<file path="src/hw/rtl/assert_macros.svh">
// assertion macros shared by the rtl files
`ifndef ASSERT_MACROS_SVH
`define ASSERT_MACROS_SVH

// property must hold at every clock edge outside reset
`define ASSERT_HOLDS(lbl, prop, msg) \
  lbl: assert property (@(posedge clk_i) disable iff (!rst_ni) (prop)) else $error(msg);

// condition must never be seen outside reset
`define ASSERT_NEVER(lbl, cond, msg) \
  lbl: assert property (@(posedge clk_i) disable iff (!rst_ni) !(cond)) else $error(msg);

`endif

</file>
<file path="src/hw/rtl/csru_pkg.sv">
// package for the chunk sample-rate upconverter: widths, codes and payload types
`default_nettype none

package csru_pkg;

  localparam int unsigned SAMPLE_W    = 16;
  localparam int unsigned IN_COUNT_W  = 13;
  localparam int unsigned OUT_COUNT_W = 14;
  localparam int unsigned CFG_IDX_W   = 2;
  localparam int unsigned CFG_DATA_W  = 14;

  localparam int unsigned MAX_CHUNK_SAMPLES = 4096;

  localparam logic [IN_COUNT_W-1:0]  IN_COUNT_RST  = IN_COUNT_W'(441);
  localparam logic [OUT_COUNT_W-1:0] OUT_COUNT_RST = OUT_COUNT_W'(480);

  // configuration register indexes
  localparam logic [CFG_IDX_W-1:0] CFG_IN_COUNT  = CFG_IDX_W'(0);
  localparam logic [CFG_IDX_W-1:0] CFG_OUT_COUNT = CFG_IDX_W'(1);

  typedef struct packed {
    logic signed [SAMPLE_W-1:0] left_in;
    logic signed [SAMPLE_W-1:0] right_in;
  } in_t;

  typedef struct packed {
    logic signed [SAMPLE_W-1:0] left_out;
    logic signed [SAMPLE_W-1:0] right_out;
    logic                       inserted;
    logic                       chunk_end;
    logic                       bad_ratio;
  } out_t;

endpackage

`default_nettype wire

</file>
<file path="src/hw/rtl/chunk_sample_rate_upconverter_unit.sv">
// chunk sample-rate upconverter: sequencer, serial divider and output queue
// pass-through or insertion result is pushed from ST_INS; the copied sample follows from
// ST_COPY after ST_LOAD, ST_RUN and, when a new run starts, the 14-step serial divider
// a new sample is accepted only in ST_IDLE, after the previous one is finished
// bad counts: ST_INS passes the sample; input waits while the 4-entry queue holds over 2
// reset: counts return to 441 and 480, chunk state and previous sample clear to zero
`default_nettype none

`include "assert_macros.svh"

module chunk_sample_rate_upconverter_unit #(
  parameter int unsigned MAX_CHUNK_SAMPLES = csru_pkg::MAX_CHUNK_SAMPLES
) (
  input  wire logic                                 clk_i,
  input  wire logic                                 rst_ni,
  // sample input
  input  wire logic                                 in_valid_i,
  output      logic                                 in_ready_o,
  input  wire csru_pkg::in_t                        in_data_i,
  // result output
  output      logic                                 out_valid_o,
  input  wire logic                                 out_ready_i,
  output      csru_pkg::out_t                       out_data_o,
  // configuration writes
  input  wire logic                                 cfg_valid_i,
  output      logic                                 cfg_ready_o,
  input  wire logic [csru_pkg::CFG_IDX_W-1:0]       cfg_index_i,
  input  wire logic [csru_pkg::CFG_DATA_W-1:0]      cfg_data_i
);

  localparam int unsigned SW = csru_pkg::SAMPLE_W;
  localparam int unsigned IW = csru_pkg::IN_COUNT_W;
  localparam int unsigned OW = csru_pkg::OUT_COUNT_W;

  // sequencer codes
  localparam logic [2:0] ST_IDLE = 3'd0;  // waiting for a sample
  localparam logic [2:0] ST_INS  = 3'd1;  // pass-through or pending insertion
  localparam logic [2:0] ST_LOAD = 3'd2;  // open a new chunk if needed
  localparam logic [2:0] ST_RUN  = 3'd3;  // decide on a new run
  localparam logic [2:0] ST_DIV  = 3'd4;  // serial divide for the run length
  localparam logic [2:0] ST_COPY = 3'd5;  // emit the copied sample

  // output queue: an item pushes at most two results
  localparam int unsigned QDEPTH = 4;
  localparam int unsigned QPW    = $clog2(QDEPTH);
  localparam int unsigned QCW    = $clog2(QDEPTH + 1);

  localparam int unsigned DIV_STEPS = OW;
  localparam int unsigned DCW       = $clog2(DIV_STEPS);

  // averaging of two samples, truncated toward zero
  function automatic logic [SW-1:0] avg2(input logic [SW-1:0] a, input logic [SW-1:0] b);
    logic [SW:0] s;
    logic [SW:0] t;
    s = {a[SW-1], a} + {b[SW-1], b};
    t = s + {{SW{1'b0}}, s[SW]};
    return t[SW:1];
  endfunction

  logic [2:0]    state_q, state_d;

  // configuration registers
  logic [IW-1:0] in_count_q;
  logic [OW-1:0] out_count_q;
  logic          bad;

  // chunk state
  logic [SW-1:0] prev_left_q, prev_right_q;
  logic [IW-1:0] in_left_q;
  logic [OW-1:0] out_left_q;
  logic [OW-1:0] run_left_q;
  logic          insert_due_q;
  logic          copy_rest_q;

  // latched sample under work
  csru_pkg::in_t x_q;

  // serial divider
  logic [OW-1:0]  div_rem_q, div_quo_q, div_v_q;
  logic [OW-1:0]  div_quo_d;
  logic [DCW-1:0] div_cnt_q;
  logic [OW:0]    div_trial, div_sub;
  logic           div_ge;

  // output queue
  csru_pkg::out_t   q_mem [QDEPTH];
  logic [QPW-1:0]   q_wr_q, q_rd_q;
  logic [QCW-1:0]   q_cnt_q;
  logic             push, pop;
  csru_pkg::out_t   push_data;

  // helper values
  logic [OW-1:0] out_left_ins;   // out_left after an insertion
  logic [OW-1:0] out_left_cpy;   // out_left after the copy
  logic [OW-1:0] run_left_cpy;
  logic [OW-1:0] run_len;
  logic          in_acc, cfg_acc;

  assign bad = (in_count_q == '0) ||
               (32'(in_count_q) > 32'(MAX_CHUNK_SAMPLES)) ||
               (out_count_q <= {1'b0, in_count_q}) ||
               (out_count_q > {in_count_q, 1'b0});

  assign in_ready_o  = (state_q == ST_IDLE) && (q_cnt_q <= QCW'(QDEPTH - 2));
  assign cfg_ready_o = (state_q == ST_IDLE);
  assign in_acc      = in_valid_i && in_ready_o;
  assign cfg_acc     = cfg_valid_i && cfg_ready_o;

  assign out_left_ins = (out_left_q != '0) ? out_left_q - OW'(1) : out_left_q;
  assign out_left_cpy = out_left_q - OW'(1);
  assign run_left_cpy = run_left_q - OW'(1);
  // run of copies is one less than the quotient, but never zero
  // taken from the quotient as it stands after the last divide step
  assign run_len      = (div_quo_d > OW'(1)) ? div_quo_d - OW'(1) : OW'(1);

  // one restoring divide step per cycle
  assign div_trial = {div_rem_q, div_quo_q[OW-1]};
  assign div_sub   = div_trial - {1'b0, div_v_q};
  assign div_ge    = (div_trial >= {1'b0, div_v_q});
  assign div_quo_d = {div_quo_q[OW-2:0], div_ge};

  // sequencer and result selection
  always_comb begin
    state_d   = state_q;
    push      = 1'b0;
    push_data = '0;
    unique case (state_q)
      ST_IDLE: begin
        if (in_acc) state_d = ST_INS;
      end
      ST_INS: begin
        if (bad) begin
          push                = 1'b1;
          push_data.left_out  = x_q.left_in;
          push_data.right_out = x_q.right_in;
          push_data.bad_ratio = 1'b1;
          state_d             = ST_IDLE;
        end else begin
          if (insert_due_q) begin
            push                = 1'b1;
            push_data.left_out  = avg2(prev_left_q, x_q.left_in);
            push_data.right_out = avg2(prev_right_q, x_q.right_in);
            push_data.inserted  = 1'b1;
            push_data.chunk_end = (out_left_ins == '0);
          end
          state_d = ST_LOAD;
        end
      end
      ST_LOAD: state_d = ST_RUN;
      ST_RUN: begin
        if (!copy_rest_q && (run_left_q == '0) && (out_left_q > {1'b0, in_left_q})) begin
          state_d = ST_DIV;
        end else begin
          state_d = ST_COPY;
        end
      end
      ST_DIV: begin
        if (div_cnt_q == DCW'(DIV_STEPS - 1)) state_d = ST_COPY;
      end
      ST_COPY: begin
        push                = 1'b1;
        push_data.left_out  = x_q.left_in;
        push_data.right_out = x_q.right_in;
        push_data.chunk_end = (out_left_cpy == '0);
        state_d             = ST_IDLE;
      end
      default: state_d = ST_IDLE;
    endcase
  end

  always_ff @(posedge clk_i or negedge rst_ni) begin
    if (!rst_ni) begin
      state_q      <= ST_IDLE;
      in_count_q   <= csru_pkg::IN_COUNT_RST;
      out_count_q  <= csru_pkg::OUT_COUNT_RST;
      prev_left_q  <= '0;
      prev_right_q <= '0;
      in_left_q    <= '0;
      out_left_q   <= '0;
      run_left_q   <= '0;
      insert_due_q <= 1'b0;
      copy_rest_q  <= 1'b0;
      div_cnt_q    <= '0;
    end else begin
      state_q <= state_d;

      // a write to either count register abandons the open chunk
      if (cfg_acc) begin
        unique case (cfg_index_i)
          csru_pkg::CFG_IN_COUNT: begin
            in_count_q   <= cfg_data_i[IW-1:0];
            in_left_q    <= '0;
            out_left_q   <= '0;
            run_left_q   <= '0;
            insert_due_q <= 1'b0;
            copy_rest_q  <= 1'b0;
          end
          csru_pkg::CFG_OUT_COUNT: begin
            out_count_q  <= cfg_data_i[OW-1:0];
            in_left_q    <= '0;
            out_left_q   <= '0;
            run_left_q   <= '0;
            insert_due_q <= 1'b0;
            copy_rest_q  <= 1'b0;
          end
          default: ;
        endcase
      end

      unique case (state_q)
        ST_INS: begin
          if (bad) begin
            prev_left_q  <= x_q.left_in;
            prev_right_q <= x_q.right_in;
          end else if (insert_due_q) begin
            insert_due_q <= 1'b0;
            out_left_q   <= out_left_ins;
          end
        end
        ST_LOAD: begin
          if (out_left_q == '0) begin
            in_left_q   <= in_count_q;
            out_left_q  <= out_count_q;
            run_left_q  <= '0;
            copy_rest_q <= 1'b0;
          end
        end
        ST_RUN: begin
          div_cnt_q <= '0;
          if (!copy_rest_q && (run_left_q == '0) && (out_left_q <= {1'b0, in_left_q})) begin
            copy_rest_q <= 1'b1;
          end
        end
        ST_DIV: begin
          div_cnt_q <= div_cnt_q + DCW'(1);
          if (div_cnt_q == DCW'(DIV_STEPS - 1)) run_left_q <= run_len;
        end
        ST_COPY: begin
          if (in_left_q != '0) in_left_q <= in_left_q - IW'(1);
          out_left_q   <= out_left_cpy;
          prev_left_q  <= x_q.left_in;
          prev_right_q <= x_q.right_in;
          if (!copy_rest_q) begin
            if (out_left_cpy == '0) begin
              run_left_q <= '0;
            end else begin
              run_left_q <= run_left_cpy;
              if (run_left_cpy == '0) insert_due_q <= 1'b1;
            end
          end
        end
        default: ;
      endcase
    end
  end

  // sample latch and divider datapath
  always_ff @(posedge clk_i) begin
    if (in_acc) x_q <= in_data_i;
    if (state_q == ST_RUN) begin
      div_rem_q <= '0;
      div_quo_q <= out_left_q;
      div_v_q   <= out_left_q - {1'b0, in_left_q};
    end else if (state_q == ST_DIV) begin
      div_rem_q <= div_ge ? div_sub[OW-1:0] : div_trial[OW-1:0];
      div_quo_q <= div_quo_d;
    end
  end

  // output queue
  assign pop         = out_valid_o && out_ready_i;
  assign out_valid_o = (q_cnt_q != '0);
  assign out_data_o  = q_mem[q_rd_q];

  always_ff @(posedge clk_i) begin
    if (push) q_mem[q_wr_q] <= push_data;
  end

  always_ff @(posedge clk_i or negedge rst_ni) begin
    if (!rst_ni) begin
      q_wr_q  <= '0;
      q_rd_q  <= '0;
      q_cnt_q <= '0;
    end else begin
      if (push) q_wr_q <= q_wr_q + QPW'(1);
      if (pop)  q_rd_q <= q_rd_q + QPW'(1);
      if (push && !pop)      q_cnt_q <= q_cnt_q + QCW'(1);
      else if (pop && !push) q_cnt_q <= q_cnt_q - QCW'(1);
    end
  end

  // checks
  `ASSERT_NEVER(a_queue_overflow, push && !pop && (q_cnt_q == QCW'(QDEPTH)), "output queue overflow")
  `ASSERT_HOLDS(a_accept_starts, in_acc |=> (state_q == ST_INS), "accepted sample not processed")
  `ASSERT_NEVER(a_div_zero, (state_q == ST_DIV) && (div_v_q == '0), "run divider with zero divisor")
  `ASSERT_NEVER(a_run_wrap, (state_q == ST_COPY) && !copy_rest_q && (run_left_q == '0), "run count would wrap")

endmodule

`default_nettype wire

</file>
<file path="config.mk">
export PLATFORM = sky130hd
export DESIGN_NAME = chunk_sample_rate_upconverter_unit
export DESIGN_NICKNAME = d
export VERILOG_FILES = /design/src/hw/rtl/csru_pkg.sv /design/src/hw/rtl/chunk_sample_rate_upconverter_unit.sv
export VERILOG_INCLUDE_DIRS = /design/src /design/src/hw/rtl
export SDC_FILE = /design/constraint.sdc
export NUM_CORES = 1
export LEC_CHECK = 0
export ABC_AREA = 0
export BUFFER_PORTS_ARGS = -buffer_cell sky130_fd_sc_hd__clkbuf_2
export CAP_MARGIN = 20
export CORE_UTILIZATION = 30
export CTS_BUF_LIST = sky130_fd_sc_hd__clkbuf_4 sky130_fd_sc_hd__clkbuf_8
export CTS_CLUSTER_DIAMETER = 40
export DETAILED_ROUTE_END_ITERATION = 8
export GPL_TIMING_DRIVEN = 0
export PLACE_DENSITY = 0.55
export SYNTH_ARGS = -nofsm -noshare
export SYNTH_HDL_FRONTEND = slang
export SYNTH_SLANG_ARGS = --single-unit
</file>
<file path="constraint.sdc">
create_clock -name clk_i -period 7.7 [get_ports clk_i]
set_input_delay 1.54 -clock clk_i [delete_from_list [all_inputs] [get_ports clk_i]]
set_output_delay 1.54 -clock clk_i [all_outputs]
set_load 0.1 [all_outputs]
</file>
==> results of run 1 <==
path summary, 6_finish.rpt:
kind / startpoint / endpoint / slack (ps) / cells after the start
max: q_rd_q[1] / out_data_o[33] / 2940 / 4
min in group asynchronous: rst_ni / in_count_q[11] / 840 / 1
max reg2reg: x_q[16] / q_mem[3][30] / 3280 / 15
min: div_rem_q[13] / div_rem_q[13] / 480 / 2
min reg2reg: div_rem_q[13] / div_rem_q[13] / 480 / 2
max in group asynchronous: rst_ni / prev_right_q[3] / 6100 / 2
area by class of cell:
cell class,count,area share
Buffer,65,0.01292
Inverter,86,0.01501
Clock inverter,32,0.01618
Multi-Input combinational cell,1233,0.3993
Sequential cell,330,0.4280
Timing Repair Buffer,98,0.02904
Antenna cell,1,0.0001164
Tap cell,782,0.04551
Clock buffer,93,0.05400
layout by cell type (no fill, tap or decap), types with 17 or more instances in the layout:
master	n
dfrtp_1	106
nand2_1	256
nor3_1	40
o21ai_0	106
xor2_1	40
mux2_2	17
xnor2_1	63
ha_1	102
inv_1	85
a21oi_1	89
clkbuf_1	48
nand3_1	35
mux4_2	35
edfxtp_1	200
nor2_1	83
clkbuf_4	19
o21ai_1	45
a21o_1	28
clkbuf_2	90
clkbuf_8	76
registers in the layout, summed over array words and instances (netlist names), 16 cells and up:
name,flops
x_q,32
prev_left_q,16
q_mem,140
prev_right_q,16
kinds of logic after synthesis:
group / after synthesis / synth area share
AO/OA/AOI/OAI: 402 / 0.1385
XOR/XNOR: 104 / 0.04997
adder cells (fa/ha/maj): 107 / 0.07488
buffers and inverters: 151 / 0.03267
flip-flops: 330 / 0.5006
multiplexers: 59 / 0.05711
AND/OR/NAND/NOR: 561 / 0.1462
worst reg2reg max path, cell delays in order (launching register included):
cell      delay (ps)
edfxtp_1         440
ha_1             260
fa_1             410
a21o_1           240
a221oi_2         390
o21ai_2          120
a221o_2          460
a21oi_1          220
and2_1           160
ha_1             170
and3_1           280
nand2_1          140
nor2_1           170
nand2_1           90
xnor2_1          140
o21ai_0          440
per-layer routing:
metal	part of all wire	wire length (µm)	vias up
met5	0	0	-
met4	0.033	1658	0
met3	0.049	2434	110
met2	0.45	22570	376
met1	0.46	23170	6859
li1	-	-	6629
stage by stage:
stage / std cells / cell area (µm²) / worst slack (ps) / hold WS [ps]
global route: 2719 / 21500 / 2799 / 496.9
floorplan: 1714 / 18380 / 3022 / 426.6
detailed placement: 2592 / 19960 / 3088 / 468.0
global placement: 2586 / 19810 / 2834 / 446.3
CTS: 2717 / 21470 / 2404 / 479.7
finish: 2720 / 21500 / 2942 / 477.0
==> metrics.md, run 1 <==
| Metric | Value |
|---|---|
| Syn Inst Count | `1714` |
| Final GP Congestion | `0.9017` |
| Clock latency on the worst-skew pair | `roughly 660 ps` |
| Syn_area_per_cell | `about 11 µm²` |
| Largest net degree at the start of global routing | `71` |
| Most used routing layer | `met2` |
| CTS tree | `yes` |
| First-pass GRT wire length | `78560 µm` |
| Final HPWL DP | `36500 µm` |
| Sink Count | `330` |
| Initial Utilization | `0.3040` |
| RSZ-0062 raised after global routing | `false` |
| Placement Rows | `90` |
| Critical path's top delay family | `buffers and inverters` |
| Sequential-to-total area share from yosys stat | `0.5006` |
| Syn nets | `1874` |
| WP data arrival | `roughly 3200 ps` |
| Most numerous cell in the Yosys netlist | `nand2_1` |
| Yosys Warn Count | `0` |
| Clock-pin slew on the worst setup and hold paths | `60 ps` |
| Post-synth top area cell | `edfxtp_1` |
| Top_reg_cell synth | `edfxtp_1` |
| Status | `finished, final reports clean` |
| DRC Markers | `0` |
| Setup Buffers After CTS | `0` |
| Post-synth EDFFs | `200` |
| Multi-input logic area | `~0.0086 mm²` |
| CP max-delay cell | `buf_1` |
| Util after Layout | `0.3556` |
| Port bufs | `90` |
| CP bufs+invs | `3` |
| DR vias | `approximately 14000` |
| Horiz. Die Dim | `between 200 and 250 µm` |
| Worst Max-Slew Pin Slew | `about 1200 ps` |
| Slew margin rel. | `0.2253` |
| CP Max Fanout | `10` |
| Tmin final | `4758 ps` |
| Post-CTS Hold Fix Bufs | `0` |
| Crit end category | `output pin` |
| Async S/R FF share, synth | `0.3515` |
| Filler Cells Inserted | `around 6000` |
| Fmax | `approximately 210 MHz` |
| Antenna-violating nets left | `0` |
| Yosys top cell area share | `0.3268` |
| CTS Buf Count | `68` |
| Synth top area cells | `edfxtp_1, dfrtp_1, ha_1` |
| Slowest cell delay on critical path | `around 700 ps` |
| Netlist cell types | `92` |
| Die H | `between 200 and 250 µm` |
| Kind of critical path | `reg -> out` |
| Initial antenna violation count | `0` |
| Hold Fails Final Rpt | `0` |
| Reg area | `0.009201 mm²` |
| Skew final | `56.52 ps` |
| Die ar. | `slightly above 0.06 mm²` |
| Startpoint Class | `flop` |
| Met3 global-route usage | `0.03338` |
| H-tree depth | `3` |
| Post-DR vias/cell | `approximately 5.1` |
| Met2 usage | `0.2551` |
| Crit-path cells | `clkbuf_1, buf_1, mux4_2, clkbuf_2` |
| Root Driver | `clkbuf_8` |
| Total gr overflow | `0` |
| Max-slew violations | `0` |
| P&R area growth vs syn | `16.98%` |
| Share of cells above drive strength 1 | `0.1735` |
| Worst Hold Class | `reg -> reg` |
| Post-Route WL | `roughly 50000 µm` |
| Most frequent cells after synthesis | `nand2_1, edfxtp_1, dfrtp_1, o21ai_0, ha_1` |
| Detailed Route Iter0 Violations | `slightly below 900` |
| Synthesized flop and latch total | `330` |
| Post-CTS sizing | `0` |
| Met1 Track Usage GR | `0.2142` |
| Final nets | `around 2000` |
| Core ar. | `slightly above 0.06 mm²` |
| Wire length per cell | `roughly 18 µm` |
| Number of global-route vias before repair | `14039` |
| Setup TNS | `0 ps` |
| Max-cap check violation count | `0` |
| Cell Area, Synth | `around 0.018 mm²` |
| Drt first pass iters | `6` |
| Setup violations, final | `0` |
| Fin crit share | `0.6179` |
| Clock Tree Buf Depth | `3` |
| I/O pins | `91` |
| CP required | `6160 ps` |
| GR Util All Layers | `0.1611` |
Power of run 1 is not shown: default switching activity piles up to over one toggle a cycle in this logic, so the estimate is an artifact.
==> run 2, diff against run 1 <==
--- a/config.mk
+++ b/config.mk
@@ -14,7 +14,7 @@
 export CTS_CLUSTER_DIAMETER = 40
 export DETAILED_ROUTE_END_ITERATION = 8
 export GPL_TIMING_DRIVEN = 0
-export PLACE_DENSITY = 0.55
+export PLACE_DENSITY = 0.56
 export SYNTH_ARGS = -nofsm -noshare
 export SYNTH_HDL_FRONTEND = slang
 export SYNTH_SLANG_ARGS = --single-unit
==> constraint.sdc (replaced) <==
create_clock -name clk_i -period 4.11 [get_ports clk_i]
set_input_delay 0.822 -clock clk_i [delete_from_list [all_inputs] [get_ports clk_i]]
set_output_delay 0.822 -clock clk_i [all_outputs]
set_load 0.1 [all_outputs]
==> metrics.md, run 2 (synthesis results as in run 1) <==
| Metric | Value |
|---|---|
| Status | `finished, final reports clean (unchanged)` |
| Reg area | `0.009203 mm² (was 0.009201 mm²)` |
| Multi-input logic area | `0.008643 mm² (was 0.008584 mm²)` |
| GR Util All Layers | `0.1608 (was 0.1611)` |
| Max-cap check violation count | `0 (unchanged)` |
| WP data arrival | `4310 ps (was 3220 ps)` |
| Worst Max-Slew Pin Slew | `1266 ps (was 1160 ps)` |
| Clock Tree Buf Depth | `3 (unchanged)` |
| Root Driver | `clkbuf_8 (unchanged)` |
| Initial antenna violation count | `1 (was 0)` |
| CTS Buf Count | `67 (was 68)` |
| Tmin final | `between 3000 and 4000 ps` |
| I/O pins | `91 (unchanged)` |
| Die H | `249.5 µm (unchanged)` |
| Skew final | `50.89 ps (was 56.52 ps)` |
| Slew margin rel. | `0.1545 (was 0.2253)` |
| H-tree depth | `3 (unchanged)` |
| Final HPWL DP | `36320 µm (was 36500 µm)` |
| Port bufs | `90 (unchanged)` |
| Startpoint Class | `flop (unchanged)` |
| Final GP Congestion | `0.8854 (was 0.9017)` |
| Most frequent cells in the layout | `nand2_1, edfxtp_1, o21ai_0, dfrtp_1, ha_1 (unchanged)` |
| Post-CTS Hold Fix Bufs | `0 (unchanged)` |
| Detailed Route Iter0 Violations | `1079 (was 875)` |
| P&R area growth vs syn | `17.24% (was 16.98%)` |
| Most flop-heavy register | `q_mem (unchanged)` |
| Crit end category | `flop (was output pin)` |
| Fmax | `253.8 MHz` |
| R2R Path End | `q_mem[1][34] (was q_mem[3][30])` |
| Wire length per cell | `18.38 µm (was 18.32 µm)` |
| Largest net degree at the start of global routing | `71 (unchanged)` |
| Fin crit share | `0.9585` |
| CP Max Fanout | `5 (was 10)` |
| CP required | `4480 ps (was 6160 ps)` |
| Worst Hold Class | `in -> async (was reg -> reg)` |
| Post-route non-filler standard cell count | `2717 (was 2720)` |
| DRC Markers | `0 (unchanged)` |
| Core ar. | `0.06047 mm² (unchanged)` |
| Final nets | `2039 (was 2042)` |
| Max-slew violations | `0 (unchanged)` |
| Filler Cells Inserted | `5979 (was 5999)` |
| Number of global-route vias before repair | `13806 (was 14039)` |
| Post-Route WL | `49930 µm (was 49820 µm)` |
| Placement Rows | `90 (unchanged)` |
| Dpl ws | `-292.4 ps (was 3088 ps)` |
| RR Startpoint | `x_q[16] (unchanged)` |
| Setup violations, final | `0 (unchanged)` |
| Hold Fails Final Rpt | `0 (unchanged)` |
| Die ar. | `0.06226 mm² (unchanged)` |
| Largest regs | `q_mem (140), x_q (32) (unchanged)` |
| Post-DR vias/cell | `5.133 (was 5.138)` |
| RSZ-0062 raised after global routing | `false (unchanged)` |
| Clock-pin slew on the worst setup and hold paths | `60 ps (about the same)` |
| CTS tree | `yes (unchanged)` |
| Sink Count | `330 (unchanged)` |
| First-pass GRT wire length | `77850 µm (was 78560 µm)` |
| Flop2flop setup slack | `170 ps (was 3280 ps)` |
| Final WS setup | `170.5 ps (was 2942 ps)` |
| Worst reg2reg path depth | `15 (unchanged)` |
| Number of flip-flops in the largest register | `140 (unchanged)` |
| Clock latency on the worst-skew pair | `660 ps (about the same)` |
| Kind of critical path | `reg -> reg (was reg -> out)` |
| Total gr overflow | `0 (unchanged)` |
| Drt first pass iters | `5 (was 6)` |
| Inst Count DP | `2592 (unchanged)` |
| Commonest non-fill, non-tap cell in the layout | `nand2_1 (unchanged)` |
| Antenna-violating nets left | `0 (unchanged)` |
| DR vias | `13946 (was 13974)` |
| Horiz. Die Dim | `249.5 µm (unchanged)` |
| Share of cells above drive strength 1 | `0.1810 (was 0.1735)` |
| Initial Utilization | `0.3040 (unchanged)` |
-- run 2: cell count changes in the layout (fill, tap and decap cells not counted), moves of 4 or more --
cell / before / now
buf_1: 6 / 2
clkbuf_1: 48 / 41
clkbuf_2: 90 / 94
clkinv_1: 4 / 10
-- run 2: layout make-up --
cell class | instances | area share
antenna | 1 | 0.0001161
inverter | 86 | 0.01498
timing repair buffer | 98 | 0.02828
sequential | 330 | 0.4271
clock inverter | 37 | 0.01817
tap | 782 | 0.04541
multi-input combinational | 1233 | 0.4011
clock buffer | 87 | 0.05092
buffer | 63 | 0.01394
-- run 2: routing by layer --
| layer | up-vias | part of all wire | global-route usage |
|---|---|---|---|
| li1 | 6619 | - | - |
| met1 | 6806 | 0.47 | 0.2214 |
| met2 | 428 | 0.45 | 0.2524 |
| met3 | 93 | 0.053 | 0.02733 |
| met4 | 0 | 0.027 | 0.06085 |
| met5 | - | 0 | 0 |
-- run 2: stage by stage --
step / utilization / setup TNS [ps] / instance area (µm²) / hold slack, ps
3_3_place_gp: 0.3277 / -106730 / 19810 / 449.0
6_report: 0.3563 / 0 / 21550 / 133.1
4_1_cts: 0.3554 / 0 / 21490 / 105.6
3_5_place_dp: 0.3301 / -3395 / 19960 / 469.3
2_1_floorplan: - / 0 / 18390 / 426.6
5_1_grt: 0.3563 / 0 / 21550 / 138.8
-- run 2: worst max-delay path, stage by stage (launching register included) --
cell and delay [ps]:
edfxtp_1 440, ha_1 260, fa_2 380, a21o_4 240, a221oi_4 310, o21ai_2 110, a221o_2 420, a21oi_2 190
and2_1 170, ha_1 180, and3_4 230, nand2_1 120, nor2_1 160, nand4_1 120, xor2_1 200, o21ai_2 100
-- run 2: worst max-delay path by stage --
stage	from	end	cells past startpoint
global placement	in_count_q[7]	q_mem[0][11]	8
CTS	x_q[16]	q_mem[0][34]	15
detailed placement	x_q[16]	q_mem[0][30]	15
global route	x_q[16]	q_mem[1][34]	15
finish	x_q[16]	q_mem[1][34]	15
floorplan	state_q[1]	state_q[0]	7
-- run 2: timing repair --
action                     4_1_cts  5_1_grt
buffers inserted                 0        2
gates resized for setup         13       19
hold endpoints to repair         0        0
pin swaps                        0        3
setup endpoints to repair       58      127
Power of run 2 is left out for the same reason.
